[src/hdl/tlnef_pkg.sv]
// ----------------------------------------------------------------------------
// tlnef_pkg: shared types and constants for the text line filter
// Transfer payload structs, option bit positions and character codes.
// ----------------------------------------------------------------------------
`default_nettype none

package tlnef_pkg;

  // default number of decimal places in the line number
  localparam int unsigned NumberDigitsDefault = 6;

  // option register
  localparam int unsigned OptWidth        = 6;
  localparam int unsigned OptNumNonblank  = 0;
  localparam int unsigned OptShowEnds     = 1;
  localparam int unsigned OptNumAll       = 2;
  localparam int unsigned OptSqueeze      = 3;
  localparam int unsigned OptTabCaret     = 4;
  localparam int unsigned OptCtrlCaret    = 5;

  // character codes
  localparam logic [7:0] ChrTab     = 8'd9;
  localparam logic [7:0] ChrNewline = 8'd10;
  localparam logic [7:0] ChrSpace   = 8'd32;
  localparam logic [7:0] ChrDollar  = 8'd36;
  localparam logic [7:0] ChrZero    = 8'd48;
  localparam logic [7:0] ChrCaret   = 8'd94;
  localparam logic [7:0] ChrLetterI = 8'd73;
  localparam logic [7:0] ChrQuery   = 8'd63;
  localparam logic [7:0] ChrDelete  = 8'd127;
  localparam logic [7:0] ChrCtrlMax = 8'd31;
  localparam logic [7:0] CaretShift = 8'd64;

  typedef struct packed {
    logic [7:0] data_byte;
    logic       new_file;
  } in_item_t;

  typedef struct packed {
    logic [7:0] out_byte;
    logic       last_of_run;
  } out_item_t;

endpackage

`default_nettype wire

[src/hdl/text_line_number_escape_filter.sv]
// ----------------------------------------------------------------------------
// text_line_number_escape_filter
// Byte-stream text filter with line numbering, blank-line squeezing and
// caret display of control bytes.
// ----------------------------------------------------------------------------
// Usage
//   in channel  : in_valid_i / in_ready_o carry one raw byte and a new-file
//                 flag per transfer
//   out channel : out_valid_o / out_ready_i carry one output character per
//                 transfer; last_of_run marks the final character of an input
//   option word : cfg_we_i writes cfg_wdata_i; the user must write it only
//                 while idle, as the block itself does not enforce this
// Path: the first character of an input passes the job register, then the
//   output register, before it appears on out_valid_o. An input gives 0 to
//   NUMBER_DIGITS+3 characters, one per cycle while out_ready_i is high, set
//   by the single output register draining the job register slot by slot.
// Throughput: 1 input per cycle while each input yields one character and
//   out_ready_i is high; an input that yields more holds the job register,
//   and the next input is taken in the cycle its predecessor's last character
//   is loaded. A squeezed newline is absorbed in its transfer cycle.
// Reset: line counter 1, history newline then zero, options 0, both
//   registers empty.
// Stall: when out_ready_i is low the output register holds its character
//   and the job register waits, so in_ready_o drops once both are occupied.
// ----------------------------------------------------------------------------
`default_nettype none

module text_line_number_escape_filter
  import tlnef_pkg::*;
#(
  parameter int unsigned NUMBER_DIGITS = NumberDigitsDefault
) (
  input  wire                  clk_i,
  input  wire                  rst_ni,
  input  wire                  in_valid_i,
  output logic                 in_ready_o,
  input  in_item_t             in_data_i,
  output logic                 out_valid_o,
  input  wire                  out_ready_i,
  output out_item_t            out_data_o,
  input  wire                  cfg_we_i,
  input  wire [OptWidth-1:0]   cfg_wdata_i
);

  localparam int unsigned CntW      = 4 * NUMBER_DIGITS;
  // emission slots: digits (most significant first), tab, dollar, caret, char
  localparam int unsigned SlotTab   = NUMBER_DIGITS;
  localparam int unsigned SlotDol   = NUMBER_DIGITS + 1;
  localparam int unsigned SlotCaret = NUMBER_DIGITS + 2;
  localparam int unsigned SlotChar  = NUMBER_DIGITS + 3;
  localparam int unsigned Slots     = NUMBER_DIGITS + 4;

  // options and line history
  logic [OptWidth-1:0] opt_q;
  logic [CntW-1:0]     cnt_q, cnt_d;
  logic [7:0]          prev_q, prev2_q;

  // job register: one accepted item waiting to be spelt out
  logic               job_valid_q, job_valid_d;
  logic [Slots-1:0]   job_mask_q, job_mask_d;
  logic [7:0]         job_digit_q [NUMBER_DIGITS];
  logic [7:0]         job_char_q;

  // output register
  logic       out_valid_q;
  out_item_t  out_q;

  // handshake terms
  logic in_xfer, out_free, emit, emit_last;

  // ---------------------------------------------------------------------------
  // decode of the incoming byte against the current history
  // ---------------------------------------------------------------------------
  logic [7:0]      c, prev_e, prev2_e;
  logic [CntW-1:0] cnt_e;
  logic            squeezed, number, dollar, caret;
  logic [7:0]      char_byte;
  logic [Slots-1:0] new_mask;
  logic [7:0]      digit_chr [NUMBER_DIGITS];
  logic            all_nines;
  logic [CntW-1:0] cnt_inc;

  always_comb begin
    logic       nz_above;
    logic       carry;
    logic [3:0] d;
    c       = in_data_i.data_byte;
    // a new file restarts numbering and forgets line history
    prev_e  = in_data_i.new_file ? ChrNewline : prev_q;
    prev2_e = in_data_i.new_file ? 8'd0 : prev2_q;
    cnt_e   = in_data_i.new_file ? CntW'(1) : cnt_q;

    squeezed = opt_q[OptSqueeze] && prev2_e == ChrNewline &&
               prev_e == ChrNewline && c == ChrNewline;

    if (prev_e != ChrNewline) begin
      number = 1'b0;
    end else if (opt_q[OptNumNonblank]) begin
      number = (c != ChrNewline);
    end else begin
      number = opt_q[OptNumAll];
    end
    dollar = opt_q[OptShowEnds] && c == ChrNewline;

    // tab caret takes priority, then control bytes, then delete
    if (opt_q[OptTabCaret] && c == ChrTab) begin
      caret     = 1'b1;
      char_byte = ChrLetterI;
    end else if (opt_q[OptCtrlCaret] && c <= ChrCtrlMax && c != ChrTab &&
                 c != ChrNewline) begin
      caret     = 1'b1;
      char_byte = c + CaretShift;
    end else if (opt_q[OptCtrlCaret] && c == ChrDelete) begin
      caret     = 1'b1;
      char_byte = ChrQuery;
    end else begin
      caret     = 1'b0;
      char_byte = c;
    end

    // digit characters, leading zeros blanked, last digit always shown
    nz_above = 1'b0;
    for (int k = 0; k < NUMBER_DIGITS; k++) begin
      d = cnt_e[4*(NUMBER_DIGITS-1-k) +: 4];
      if (d > 4'd9) begin
        d = 4'd9;
      end
      if (!nz_above && d == 4'd0 && k != NUMBER_DIGITS - 1) begin
        digit_chr[k] = ChrSpace;
      end else begin
        digit_chr[k] = ChrZero + {4'd0, d};
      end
      nz_above = nz_above || (d != 4'd0);
    end

    // saturating bcd increment
    all_nines = 1'b1;
    for (int i = 0; i < NUMBER_DIGITS; i++) begin
      if (cnt_e[4*i +: 4] != 4'd9) begin
        all_nines = 1'b0;
      end
    end
    carry   = 1'b1;
    cnt_inc = cnt_e;
    for (int i = 0; i < NUMBER_DIGITS; i++) begin
      if (carry) begin
        if (cnt_e[4*i +: 4] >= 4'd9) begin
          cnt_inc[4*i +: 4] = 4'd0;
        end else begin
          cnt_inc[4*i +: 4] = cnt_e[4*i +: 4] + 4'd1;
          carry = 1'b0;
        end
      end
    end

    new_mask            = '0;
    new_mask[SlotTab]   = number;
    new_mask[SlotDol]   = dollar;
    new_mask[SlotCaret] = caret;
    new_mask[SlotChar]  = 1'b1;
    for (int k = 0; k < NUMBER_DIGITS; k++) begin
      new_mask[k] = number;
    end
  end

  // ---------------------------------------------------------------------------
  // slot selection: lowest pending slot goes out next
  // ---------------------------------------------------------------------------
  logic [Slots-1:0] pick, rest;
  logic [7:0]       slot_byte [Slots];
  logic [7:0]       emit_byte;

  always_comb begin
    for (int k = 0; k < NUMBER_DIGITS; k++) begin
      slot_byte[k] = job_digit_q[k];
    end
    slot_byte[SlotTab]   = ChrTab;
    slot_byte[SlotDol]   = ChrDollar;
    slot_byte[SlotCaret] = ChrCaret;
    slot_byte[SlotChar]  = job_char_q;

    pick = job_mask_q & (~job_mask_q + Slots'(1));
    rest = job_mask_q & ~pick;
    emit_byte = '0;
    for (int s = 0; s < Slots; s++) begin
      emit_byte = emit_byte | (pick[s] ? slot_byte[s] : 8'd0);
    end
  end

  // output register is free when empty or being taken this cycle
  assign out_free   = !out_valid_q || out_ready_i;
  assign emit       = job_valid_q && out_free;
  assign emit_last  = emit && rest == '0;
  assign in_ready_o = !job_valid_q || emit_last;
  assign in_xfer    = in_valid_i && in_ready_o;

  // squeezed newlines never occupy the job register
  always_comb begin
    job_valid_d = job_valid_q;
    job_mask_d  = job_mask_q;
    if (emit) begin
      job_mask_d  = rest;
      job_valid_d = rest != '0;
    end
    if (in_xfer && !squeezed) begin
      job_valid_d = 1'b1;
      job_mask_d  = new_mask;
    end
  end

  // counter advances only when a number is printed
  always_comb begin
    cnt_d = cnt_q;
    if (in_xfer) begin
      if (!squeezed && number && !all_nines) begin
        cnt_d = cnt_inc;
      end else begin
        cnt_d = cnt_e;
      end
    end
  end

  // control state
  always_ff @(posedge clk_i or negedge rst_ni) begin
    if (!rst_ni) begin
      opt_q       <= '0;
      cnt_q       <= CntW'(1);
      prev_q      <= ChrNewline;
      prev2_q     <= 8'd0;
      job_valid_q <= 1'b0;
      job_mask_q  <= '0;
      out_valid_q <= 1'b0;
    end else begin
      if (cfg_we_i) begin
        opt_q <= cfg_wdata_i;
      end
      cnt_q       <= cnt_d;
      job_valid_q <= job_valid_d;
      job_mask_q  <= job_mask_d;
      if (in_xfer) begin
        // history shifts even for a squeezed newline
        prev2_q <= prev_e;
        prev_q  <= c;
      end
      if (out_free) begin
        out_valid_q <= emit;
      end
    end
  end

  // payload registers
  always_ff @(posedge clk_i) begin
    if (in_xfer && !squeezed) begin
      job_digit_q <= digit_chr;
      job_char_q  <= char_byte;
    end
    if (emit) begin
      out_q.out_byte    <= emit_byte;
      out_q.last_of_run <= rest == '0;
    end
  end

  assign out_valid_o = out_valid_q;
  assign out_data_o  = out_q;

  // ---------------------------------------------------------------------------
  // assertions
  // ---------------------------------------------------------------------------
  a_job_has_slots: assert property (@(posedge clk_i) disable iff (!rst_ni)
    job_valid_q |-> job_mask_q != '0)
    else $error("job register valid with no pending slot");

  a_job_char_slot: assert property (@(posedge clk_i) disable iff (!rst_ni)
    job_valid_q |-> job_mask_q[SlotChar])
    else $error("job lost its data character before the end");

  a_stall_blocks_input: assert property (@(posedge clk_i) disable iff (!rst_ni)
    (job_valid_q && out_valid_q && !out_ready_i) |-> !in_ready_o)
    else $error("input taken while job and output are both stalled");

  a_load_job: assert property (@(posedge clk_i) disable iff (!rst_ni)
    (in_xfer && !squeezed) |=> job_valid_q)
    else $error("accepted item did not reach the job register");

  a_last_clears_job: assert property (@(posedge clk_i) disable iff (!rst_ni)
    (emit_last && !in_xfer) |=> !job_valid_q)
    else $error("job register still busy after its last character");

endmodule

`default_nettype wire
[config.mk]
export PLATFORM = sky130hd
export DESIGN_NAME = text_line_number_escape_filter
export DESIGN_NICKNAME = d
export VERILOG_FILES = /design/src/hdl/tlnef_pkg.sv /design/src/hdl/text_line_number_escape_filter.sv
export SDC_FILE = /design/constraint.sdc
export NUM_CORES = 1
export LEC_CHECK = 0
export CAP_MARGIN = 20
export CORE_UTILIZATION = 65
export DETAILED_ROUTE_END_ITERATION = 16
export DONT_BUFFER_PORTS = 1
export GPL_TIMING_DRIVEN = 0
export PLACE_DENSITY = 0.81
export SLEW_MARGIN = 20
export SYNTH_ARGS = -nofsm -noshare
export SYNTH_HDL_FRONTEND = slang
export SYNTH_SLANG_ARGS = --single-unit
[constraint.sdc]
create_clock -name clk_i -period 8.5 [get_ports clk_i]
set_clock_uncertainty 0.1 [all_clocks]
set_input_delay 0.85 -clock clk_i [delete_from_list [all_inputs] [get_ports clk_i]]
set_output_delay 0.85 -clock clk_i [all_outputs]
set_load 0.005 [all_outputs]
==> results by group, run 1 <==
Outcome
  – Status: finished clean

Timing
  – Max-slew headroom: 42.3%
  – Setup-failing EPs final: 0
  – Smallest hold slack: around 0.054 ns
  – Slew Limit Fails: 0
  – Unrepaired setup endpoints after global routing: false
  – Worst-Margin Slew: 0.864 ns
  – Final worst path period share: 48.2%
  – Fin Setup TNS: 0 ns
  – Fmax: around 240 MHz
  – Fin crit period: about 4.1 ns
  – Hold Fails Final Rpt: 0

Global routing
  – Global-route wire length before repair: between 20000 and 25000 um
  – Vias in the first global route: 4198
  – Largest net degree at the start of global routing: 59
  – Overflow after GRT: 0
  – All-Layer GR Usage: between 30% and 40%
  – Antenna violations before repair: 0

Floorplan
  – DIE WIDTH: between 90 and 100 um
  – Initial core utilization: 67.1%
  – Core outline area: about 8200 um2
  – Number of I/O pins: 31
  – Cell row count: 33
  – Die height: around 94 um
  – Die Area: between 8000 and 9000 um2

Worst setup path
  – Critical path's top delay family: buffers and inverters
  – CP bufs+invs: 6
  – Crit Path Class: primary input to flip-flop
  – Slowest stage cell on the critical path: clkbuf_1
  – CP max stage delay: 0.49 ns
  – Crit-path max FO: 10
  – Critical Path AT: 4.26 ns
  – Worst setup SP type: primary input
  – Critical Path End Type: flip-flop
  – Crit-path most repeated cell: clkbuf_1
  – WP data required: about 8.7 ns
  – Cell Chain, Critical Path: clkbuf_1, clkbuf_1, clkbuf_1, nand2b_1, inv_1, ha_1, nand4_1, or4_1, and3b_1, clkbuf_1, buf_2, a31oi_1, o21ai_0, o21ai_1

Cells and area
  – Inserted Diodes: 0
  – Layout cell share with drive strength beyond 1: about 8.4%
  – Commonest non-fill, non-tap cell in the layout: dfrtp_1
  – Fin area: approximately 5800 um2
  – Synthesis-to-finish area growth: 6.02%
  – Register area: ~2800 um2
  – Most frequent cells in the layout: dfrtp_1, nand2_1, o21ai_0, edfxtp_1
  – Layout Nets: ~600
  – Fillers: approximately 600
  – Area occupied by multi-input gates: approximately 2400 um2
  – Layout Utilization: around 70%

Clocking
  – CTS tree: built
  – Post CTS Setup Buffer Count: 0
  – Num CTS Buffers: 9
  – Clock root cell: clkbuf_8
  – Depth of the CTS H-tree: 3
  – Clk buf depth: 2
  – Clock transition at path regs: approximately 0.11 ns
  – Resize count post-CTS: 0
  – Clock Latency Late Sink: 0.37 ns
  – CTS Sinks: 104
  – Post-cts hold buffer count: 0

Yosys
  – Mapped Nets: slightly below 600
  – Number of enable flip-flop cells after synthesis: 46
  – Synth warn: 0
  – Synth unique cells: 66
  – Main synth FF type: dfrtp_1
  – Synthesized area: roughly 5500 um2
  – Synthesized flop and latch total: between 100 and 150
  – Ys async rst share: 55.8%
  – Post-synthesis sequential area ratio: slightly above 50%
  – Cells after Synth: approximately 540
  – Post-Syn Area per Cell: a little over 10 um2

Route
  – Post-route ant nets: 0
  – Metal2 WL: ~6300 um
  – Vias per cell: 6.52
  – WL per Instance: 19.6 um
  – Highest metal used: met4
  – First-pass iteration count of the detailed router: 5
  – Final wirelength: 13000 um
  – DRC viols: 0
  – DR vias: 4338
  – DRT iter0 DRCs: approximately 350
  – M1 WL: between 5000 and 6000 um
  – DR WL met3: between 700 and 800 um

Power and ir drop
  – Peak VDD IR: ~0.00018 V
  – Leak Pwr: around 0.0024 uW
  – Power Total: approximately 1700 uW
  – Cell Pwr Density: roughly 290 nW/um2

Place
  – DP Wirelength: roughly 9300 um
  – IO Port Bufs: 0
  – Post-DP Area: between 5000 and 6000 um2
  – Final GP Congestion: around 0.92

Run
  – Max cap viols: 0

Min path
  – HP Class: primary input to asynchronous set/reset pin
power breakdown:
group          internal, uW  total [uW]  switching, uW
registers               719         801           82.0
clock network           140         317            177
logic                   200         594            394
path summary, 6_finish.rpt:
kind | start | endpoint | slack (ns) | cells past startpoint
max in group asynchronous | rst_ni | cnt_q[0] | 8.04 | 0
worst max-delay path | in_data_i[0] | cnt_q[21] | 4.40 | 14
min in group clk_i | cnt_q[1] | cnt_q[1] | 0.39 | 2
worst min register to register | cnt_q[1] | cnt_q[1] | 0.39 | 2
worst max register to register | job_mask_q[0] | job_mask_q[5] | 4.85 | 9
worst min-delay path | rst_ni | job_mask_q[9] | 0.05 | 0
registers in the layout, summed over array words and instances (netlist names):
signal,flops
opt_q,6
job_digit_q,29
out_valid_o,1
job_valid_q,1
job_char_q,8
prev2_q,8
cnt_q,24
job_mask_q,10
prev_q,8
out_data_o,9
metrics by stage:
stage | worst slack (ns) | instances
after floorplan | 4.91 | 544
final | 4.40 | 665
after global routing | 4.15 | 665
after detailed placement | 4.16 | 649
after global placement | 4.24 | 649
after CTS | 4.51 | 665
worst register-to-register path, cell delays in order, from the launching register on:
cell and delay (ns):
dfrtp_1 0.39, buf_6 0.14, or4_4 0.58, nor3_1 0.35
a211o_2 0.18, o2111ai_4 0.21, nand2b_1 0.37, inv_2 0.71
nand2_1 0.35, o21ai_0 0.19
per-layer routing:
layer | global-route usage [%] | vias to the layer above
met4 | 14.2 | 0
met1 | 41.6 | 2120
met2 | 52.6 | 191
met5 | 0 | -
li1 | - | 1994
met3 | 4.85 | 33
kinds of logic (layout without fill, tap and decap cells):
group,count (synthesis),after routing,synth area share (%)
adders and majority gates,22,22,4.95
muxes,15,15,3.04
xor gates and xnor gates,1,1,0.159
and+or+nand+nor,205,205,20.2
DFF,104,104,51.5
AOI/OAI and AO/OA,135,135,15.8
buffers and inverters,62,78,4.40
layout make-up:
| type | count | share of cell area, % |
|---|---|---|
| Multi-Input combinational cell | 378 | 41.6 |
| Inverter | 29 | 1.86 |
| Clock inverter | 6 | 1.24 |
| Clock buffer | 10 | 2.18 |
| Sequential cell | 104 | 48.5 |
| Tap cell | 105 | 2.25 |
| Buffer | 33 | 2.29 |
Yosys cell counts (all sizes together) (3+ instances only):
cell type  count  area share (%)
dfrtp         55              25
o21ai         53             4.8
nand2         52             3.5
edfxtp        46              25
nor2          31             2.1
clkbuf        30             2.0
inv           29             2.0
nand2b        26             3.0
a21oi         21             1.9
ha            21             4.8
mux2          14             2.9
nor3          14             1.3
nand3         11             1.0
nor2b         11             1.2
a31oi         10             1.1
nor4          10             1.1
a22oi          9             1.2
and2           8            0.91
or3            6            0.68
and3           5            0.57
nand4b         5            0.79
nor3b          5            0.68
o21bai         5            0.68
nand4          4            0.45
o31ai          4            0.64
a211o          3            0.50
a211oi         3            0.41
a221oi         3            0.48
buf            3            0.39
dfstp          3             1.4
o211ai         3            0.50
o41ai          3            0.48
or2            3            0.34
Note: power is estimated with default switching activity, not from simulation.
==> run 2, diff against run 1 <==
--- a/config.mk
+++ b/config.mk
@@ -5,12 +5,13 @@
 export SDC_FILE = /design/constraint.sdc
 export NUM_CORES = 1
 export LEC_CHECK = 0
+export ABC_AREA = 1
 export CAP_MARGIN = 20
-export CORE_UTILIZATION = 65
+export CORE_UTILIZATION = 58
 export DETAILED_ROUTE_END_ITERATION = 16
 export DONT_BUFFER_PORTS = 1
 export GPL_TIMING_DRIVEN = 0
-export PLACE_DENSITY = 0.81
+export PLACE_DENSITY = 0.76
 export SLEW_MARGIN = 20
 export SYNTH_ARGS = -nofsm -noshare
 export SYNTH_HDL_FRONTEND = slang
==> constraint.sdc (replaced) <==
create_clock -name clk_i -period 3.6 [get_ports clk_i]
set_clock_uncertainty 0.1 [all_clocks]
set_input_delay 0.36 -clock clk_i [delete_from_list [all_inputs] [get_ports clk_i]]
set_output_delay 0.36 -clock clk_i [all_outputs]
set_load 0.005 [all_outputs]
==> results by group, run 2 <==
Clocking
  – Clock root cell: clkbuf_8
  – Post CTS Setup Buffer Count: 0
  – Resize count post-CTS: 0
  – CTS Sinks: about 100
  – Post-cts hold buffer count: 5
  – Clk buf depth: 2
  – Num CTS Buffers: 9
  – Depth of the CTS H-tree: 3
  – Clock transition at path regs: 0.11 ns
  – Clock Latency Late Sink: ~0.38 ns
  – CTS tree: built

Power and ir drop
  – Sequential share of power: 46.2%
  – Internal power: around 2500 uW
  – Leak Pwr: 0.00302 uW
  – Combinational power share: between 30% and 40%
  – Clock share of power: 17.7%
  – Peak VDD IR: roughly 0.00035 V
  – Cell Pwr Density: between 600 and 700 nW/um2
  – Power Total: 4130 uW
  – Sw frac: 39.8%
  – P_sw: around 1600 uW

Route
  – DRT iter0 DRCs: between 300 and 400
  – M1 WL: approximately 6000 um
  – WL per Instance: roughly 16 um
  – DR WL met3: approximately 890 um
  – Post-route ant nets: 0
  – First-pass iteration count of the detailed router: 6
  – Highest metal used: met4
  – Metal2 WL: around 6600 um
  – Vias per cell: 5.59
  – DRC viols: 0
  – DR vias: ~4.9k
  – Final wirelength: around 14000 um

Yosys
  – Synthesized flop and latch total: ~100
  – Synth unique cells: between 40 and 50
  – Cell with the most instances after synthesis: nand2_1
  – Cells after Synth: around 730
  – Synthesized area: 5930 um2
  – Ys async rst share: about 56%
  – Mapped Nets: between 700 and 800
  – Cell taking the most area after synthesis: edfxtp_1
  – Post-Syn Area per Cell: about 8 um2
  – Synth area leaders: edfxtp_1, dfrtp_1, nand2_1
  – Most frequent cells after synthesis: nand2_1, inv_1, nor2_1
  – Synth warn: 0
  – Number of enable flip-flop cells after synthesis: 46
  – Main synth FF type: dfrtp_1
  – Top-area cell type share of the netlist area: 23.3%
  – Post-synthesis sequential area ratio: a little under half

Worst setup path
  – Crit Path Class: flip-flop to flip-flop
  – WP data required: 3.78 ns
  – CP bufs+invs: 1
  – Cell Chain, Critical Path: nor2_1, nand3_2, nor2_1, nor2_1, nor2_2, nand4_1, nand2_2, nand3_2, inv_2, nand2_1, nand2_1, nand2_1
  – Crit-path max FO: 39
  – CP max stage delay: roughly 0.6 ns
  – Critical Path End Type: flip-flop
  – Critical Path AT: 2.96 ns
  – Register-to-Register Path Depth: 12
  – Worst setup SP type: flip-flop
  – Reg2Reg Launch Point: job_mask_q[3]
  – Critical path's top delay family: simple AND/OR/NAND/NOR gates
  – Slowest stage cell on the critical path: inv_2
  – Flop-to-flop setup slack: between 0.8 and 0.9 ns
  – Reg-to-Reg End: job_mask_q[8]

Min path
  – Hold Startpoint: cfg_wdata_i[0]
  – Hold Crit Depth: 2
  – HP Class: primary input to flip-flop
  – Hold EP: opt_q[0]

Outcome
  – Status: finished clean

Place
  – Placed Cells: approximately 860
  – IO Port Bufs: 0
  – Final GP Congestion: 0.959
  – DP Wirelength: between 10000 and 15000 um

Cells and area
  – Layout cell share with drive strength beyond 1: a little under a tenth
  – Commonest non-fill, non-tap cell in the layout: nand2_1
  – Synthesis-to-finish area growth: 7.26%
  – Top register by number of flip-flops: job_digit_q
  – Inserted Diodes: 0
  – Finished Layout Cells: between 800 and 900
  – Max reg flops: 29
  – Largest regs: job_digit_q: 29 flops, cnt_q: 24 flops, job_mask_q: 10 flops
  – Layout Utilization: approximately two thirds
  – Most frequent cells in the layout: nand2_1, inv_1, nor2_1, dfrtp_1, o21ai_0
  – Layout Nets: about 800
  – Fillers: around 850

Floorplan
  – Number of I/O pins: 31
  – Cell row count: 36
  – Core outline area: between 9000 and 10000 um2
  – Die Area: 10600 um2
  – DIE WIDTH: between 100 and 150 um
  – Initial core utilization: between 60% and 70%
  – Die height: roughly 100 um

Timing
  – Fin Setup TNS: 0 ns
  – Final worst path period share: between 70 and 80%
  – Unrepaired setup endpoints after global routing: false
  – Worst-Margin Slew: about 0.77 ns
  – Fmax: 360 MHz
  – Hold Fails Final Rpt: 0
  – Max-slew headroom: about half
  – Fin crit period: around 2.8 ns
  – Setup-failing EPs final: 0
  – Slew Limit Fails: 0

Global routing
  – Vias in the first global route: 4604
  – Antenna violations before repair: 0
  – Overflow after GRT: 0
  – Largest net degree at the start of global routing: slightly below 60
  – All-Layer GR Usage: 28.1%
  – Global-route wire length before repair: 22400 um

Run
  – Max cap viols: 0
-- run 2: cell count changes in the layout (fill, tap and decap cells not counted), sizes merged, moves of 8 or more --
| cell | before | now |
|---|---|---|
| nand2 | 52 | 218 |
| buf | 3 | 18 |
| mux2 | 14 | 2 |
| nand3 | 11 | 44 |
| clkbuf | 40 | 18 |
| a22oi | 9 | 1 |
| a21oi | 21 | 13 |
| inv | 32 | 104 |
| nand2b | 26 | 0 |
| nor2b | 11 | 0 |
| nor2 | 31 | 66 |
| o21ai | 53 | 78 |
-- run 2: kinds of logic (layout without fill, tap and decap cells) --
logic type,count (synthesis),count (layout),synth area share (%)
and+or+nand+nor,358,358,26.5
buffers and inverters,126,147,9.25
AOI/OAI and AO/OA,106,106,9.94
DFF,104,104,47.9
adders and majority gates,21,21,4.43
xor gates and xnor gates,11,11,1.63
muxes,2,2,0.380
-- run 2: worst reg2reg max path, cell delays in order, from the launching register on --
cell and delay, ns:
dfrtp_1 0.45, nor2_1 0.27, nand3_2 0.15, nor2_1 0.21, nor2_1 0.09, nor2_2 0.10, nand4_1 0.10, nand2_2 0.16
nand3_2 0.13, inv_2 0.59, nand2_1 0.18, nand2_1 0.11, nand2_1 0.05
-- run 2: layout make-up --
cell class                      count  area [um2]  share of cell area, %
Sequential cell                   104        2840                   44.6
Multi-Input combinational cell    498        2540                   40.0
Inverter                          102         388                   6.10
Tap cell                          133         166                   2.62
Clock buffer                       11         163                   2.56
Buffer                             24         160                   2.52
Timing Repair Buffer                5        67.6                   1.06
Clock inverter                      5        33.8                  0.531
-- run 2: stage by stage --
| stage | setup slack [ns] | area, um2 | hold WS, ns |
|---|---|---|---|
| floorplan | 0.992 | 5930 | -0.0356 |
| global placement | 0.521 | 6090 | -0.0344 |
| detailed placement | 0.688 | 6090 | -0.0345 |
| CTS | 0.819 | 6360 | 0.00491 |
| global route | 0.537 | 6360 | 0.00141 |
| finish | 0.822 | 6360 | 0.00996 |
-- run 2: how the worst max path moves through the flow --
| stage | end | cells past startpoint | startpoint |
|---|---|---|---|
| global placement | job_mask_q[8] | 12 | job_mask_q[3] |
| global route | job_mask_q[8] | 12 | job_mask_q[3] |
| floorplan | job_char_q[0] | 9 | job_mask_q[3] |
| finish | job_mask_q[8] | 12 | job_mask_q[3] |
| detailed placement | cnt_q[17] | 14 | in_data_i[0] |
| CTS | job_mask_q[8] | 12 | job_mask_q[3] |
-- run 2: power by group through the flow --
stage               Clock (uW)  Sequential, uW  Combinational [uW]
detailed placement           0            1930                1460
floorplan                    0            1880                1080
global route               786            1950                1670
CTS                        738            1910                1490
global placement             0            1920                1410
finish                     730            1910                1490
-- run 2: routing by layer --
layer  GRT usage [%]  up-vias
li1                -     2394
met1            37.6     2304
met2            45.0      192
met3            4.88       40
met4            12.6        0
met5               0        -
==> run 3, diff against run 2 <==
--- a/config.mk
+++ b/config.mk
@@ -5,7 +5,7 @@
 export SDC_FILE = /design/constraint.sdc
 export NUM_CORES = 1
 export LEC_CHECK = 0
-export ABC_AREA = 1
+export ABC_AREA = 0
 export CAP_MARGIN = 20
 export CORE_UTILIZATION = 58
 export DETAILED_ROUTE_END_ITERATION = 16
==> constraint.sdc (replaced) <==
create_clock -name clk_i -period 2.3 [get_ports clk_i]
set_clock_uncertainty 0.1 [all_clocks]
set_input_delay 0.23 -clock clk_i [delete_from_list [all_inputs] [get_ports clk_i]]
set_output_delay 0.23 -clock clk_i [all_outputs]
set_load 0.005 [all_outputs]
==> results by group, run 3 (synthesized netlist as in run 1, its figures left out) <==
Outcome
  – Status: finished with violations
  – Failing checks: setup timing

Route
  – DRT iter0 DRCs: around 410
  – First-pass iteration count of the detailed router: 5
  – Final wirelength: about 17000 um
  – Post-route ant nets: 0
  – DR vias: 4954
  – Vias per cell: 6.55
  – WL per Instance: 22.1 um
  – DRC viols: 0

Power and ir drop
  – Power Total: slightly below 8000 uW
  – Leak Pwr: 0.00297 uW
  – Cell Pwr Density: about 1100 nW/um2
  – Peak VDD IR: 0.000659 V

Floorplan
  – DIE WIDTH: between 90 and 100 um
  – Core outline area: 9240 um2
  – Die Area: 9900 um2
  – Cell row count: 35
  – Initial core utilization: 59.6%
  – Number of I/O pins: 31
  – Die height: roughly 99 um

Cells and area
  – Inserted Diodes: 0
  – Layout Nets: approximately 660
  – Max reg flops: 29
  – Synthesis-to-finish area growth: 31.9%
  – Finished Layout Cells: roughly 760
  – Layout cell share with drive strength beyond 1: between 30% and 40%
  – Largest regs: job_digit_q: 29 flops, cnt_q: 24 flops, job_mask_q: 10 flops
  – Top register by number of flip-flops: job_digit_q
  – Layout Utilization: 78.7%
  – Most frequent cells in the layout: dfrtp_1, edfxtp_1, nand2_1, buf_4, nor2_1
  – Commonest non-fill, non-tap cell in the layout: dfrtp_1

Timing
  – Smallest hold slack: ~0.028 ns
  – Slew Limit Fails: 0
  – Max-slew headroom: between 40% and 50%
  – Worst setup slack after layout: -0.347 ns
  – Unrepaired setup endpoints after global routing: true
  – Fmax: 378 MHz
  – Hold Fails Final Rpt: 0
  – Worst-Margin Slew: 0.831 ns
  – Final worst path period share: 115%
  – Fin crit period: ~2.6 ns
  – Setup-failing EPs final: 90

Clocking
  – Clock transition at path regs: approximately 0.10 ns
  – Clk buf depth: 2
  – CTS tree: built
  – Clock root cell: clkbuf_8
  – CTS Sinks: roughly 100
  – Num CTS Buffers: 9
  – Depth of the CTS H-tree: 3
  – Clock Latency Late Sink: between 0.3 and 0.4 ns

Place
  – Final GP Congestion: 0.893
  – Pre-CTS setup slack: -0.790 ns
  – IO Port Bufs: 0
  – Placed Cells: 673
  – DP Wirelength: 9200 um

Run
  – Max cap viols: 0

Worst setup path
  – WP data required: 2.47 ns
  – Crit-path max FO: 6
  – Critical Path AT: between 2 and 3 ns
  – Critical Path End Type: flip-flop
  – Crit Path Class: flip-flop to flip-flop
  – Worst setup SP type: flip-flop

Min path
  – HP Class: primary input to flip-flop

Global routing
  – Overflow after GRT: 0
  – Vias in the first global route: ~4.5k
  – All-Layer GR Usage: 31.8%
  – Largest net degree at the start of global routing: 59
  – Global-route wire length before repair: about 24000 um
  – Antenna violations before repair: 0
## run 3: cell types whose count changed in the layout (fill, tap and decap cells not counted), sizes merged, moves of 11 or more
| cell | change |
|---|---|
| nand2 | -166 |
| inv | -69 |
| buf | +35 |
| nor2 | -35 |
| nand3 | -33 |
| nand2b | +26 |
| o21ai | -25 |
| clkbuf | +16 |
| dlygate4sd3 | +12 |
| mux2 | +12 |
| nor2b | +11 |
## run 3: layer usage
metal	GRT usage, %	share of wire, %
met1	43.7	39
met2	49.7	48
met3	5.06	7.9
met4	15.4	5.0
met5	0	0
## run 3: worst max-delay path, cell delays in order (launching register included)
cell     delay [ns]
dfstp_2        0.58
nor2_4         0.05
inv_2          0.08
ha_4           0.16
nand4_1        0.08
or4_4          0.54
and3b_2        0.27
buf_8          0.15
buf_12         0.13
nand2_8        0.07
nor4_4         0.05
a211o_1        0.28
## run 3: stage by stage
step / instance area [um2] / setup TNS (ns)
finish: 7270 / -23.63
global placement: 5830 / -36.55
global route: 7270 / -28.61
CTS: 6830 / -21.60
floorplan: 5670 / -6.01
detailed placement: 5830 / -42.41
## run 3: final timing paths
path                                    to    startpoint  slack (ns)  cells past startpoint
max reg2reg                      cnt_q[17]      cnt_q[0]       -0.35                     11
min                        job_digit_q[27]  in_data_i[0]        0.03                      1
max in group asynchronous         cnt_q[0]        rst_ni        1.48                      2
min in group asynchronous        cnt_q[10]        rst_ni        0.27                      2
min reg2reg                     prev2_q[1]    prev2_q[1]        0.40                      2
max                              cnt_q[17]      cnt_q[0]       -0.35                     11
## run 3: repair_timing
item	in CTS	in global routing
hold endpoints to repair	80	0
setup endpoints to repair	89	90
pin swaps	21	20
buffers inserted	29	17
gates resized for setup	88	72
hold buffers	17	0
gates cloned	9	2
## run 3: power by group
part	switching, uW	total (uW)	internal [uW]
Combinational	2110	3780	1670
Clock	671	1110	437
Sequential	407	3060	2650
## run 3: cell type report
cell class                 instances  area (um2)
clock inverter                     6        52.6
timing repair inverter             7         109
fill                             531        1970
inverter                          29         125
buffer                            26         225
timing repair buffer              67         662
clock buffer                      10         138
multi-input combinational        378        2960
sequential                       104        2840
tap                              129         161
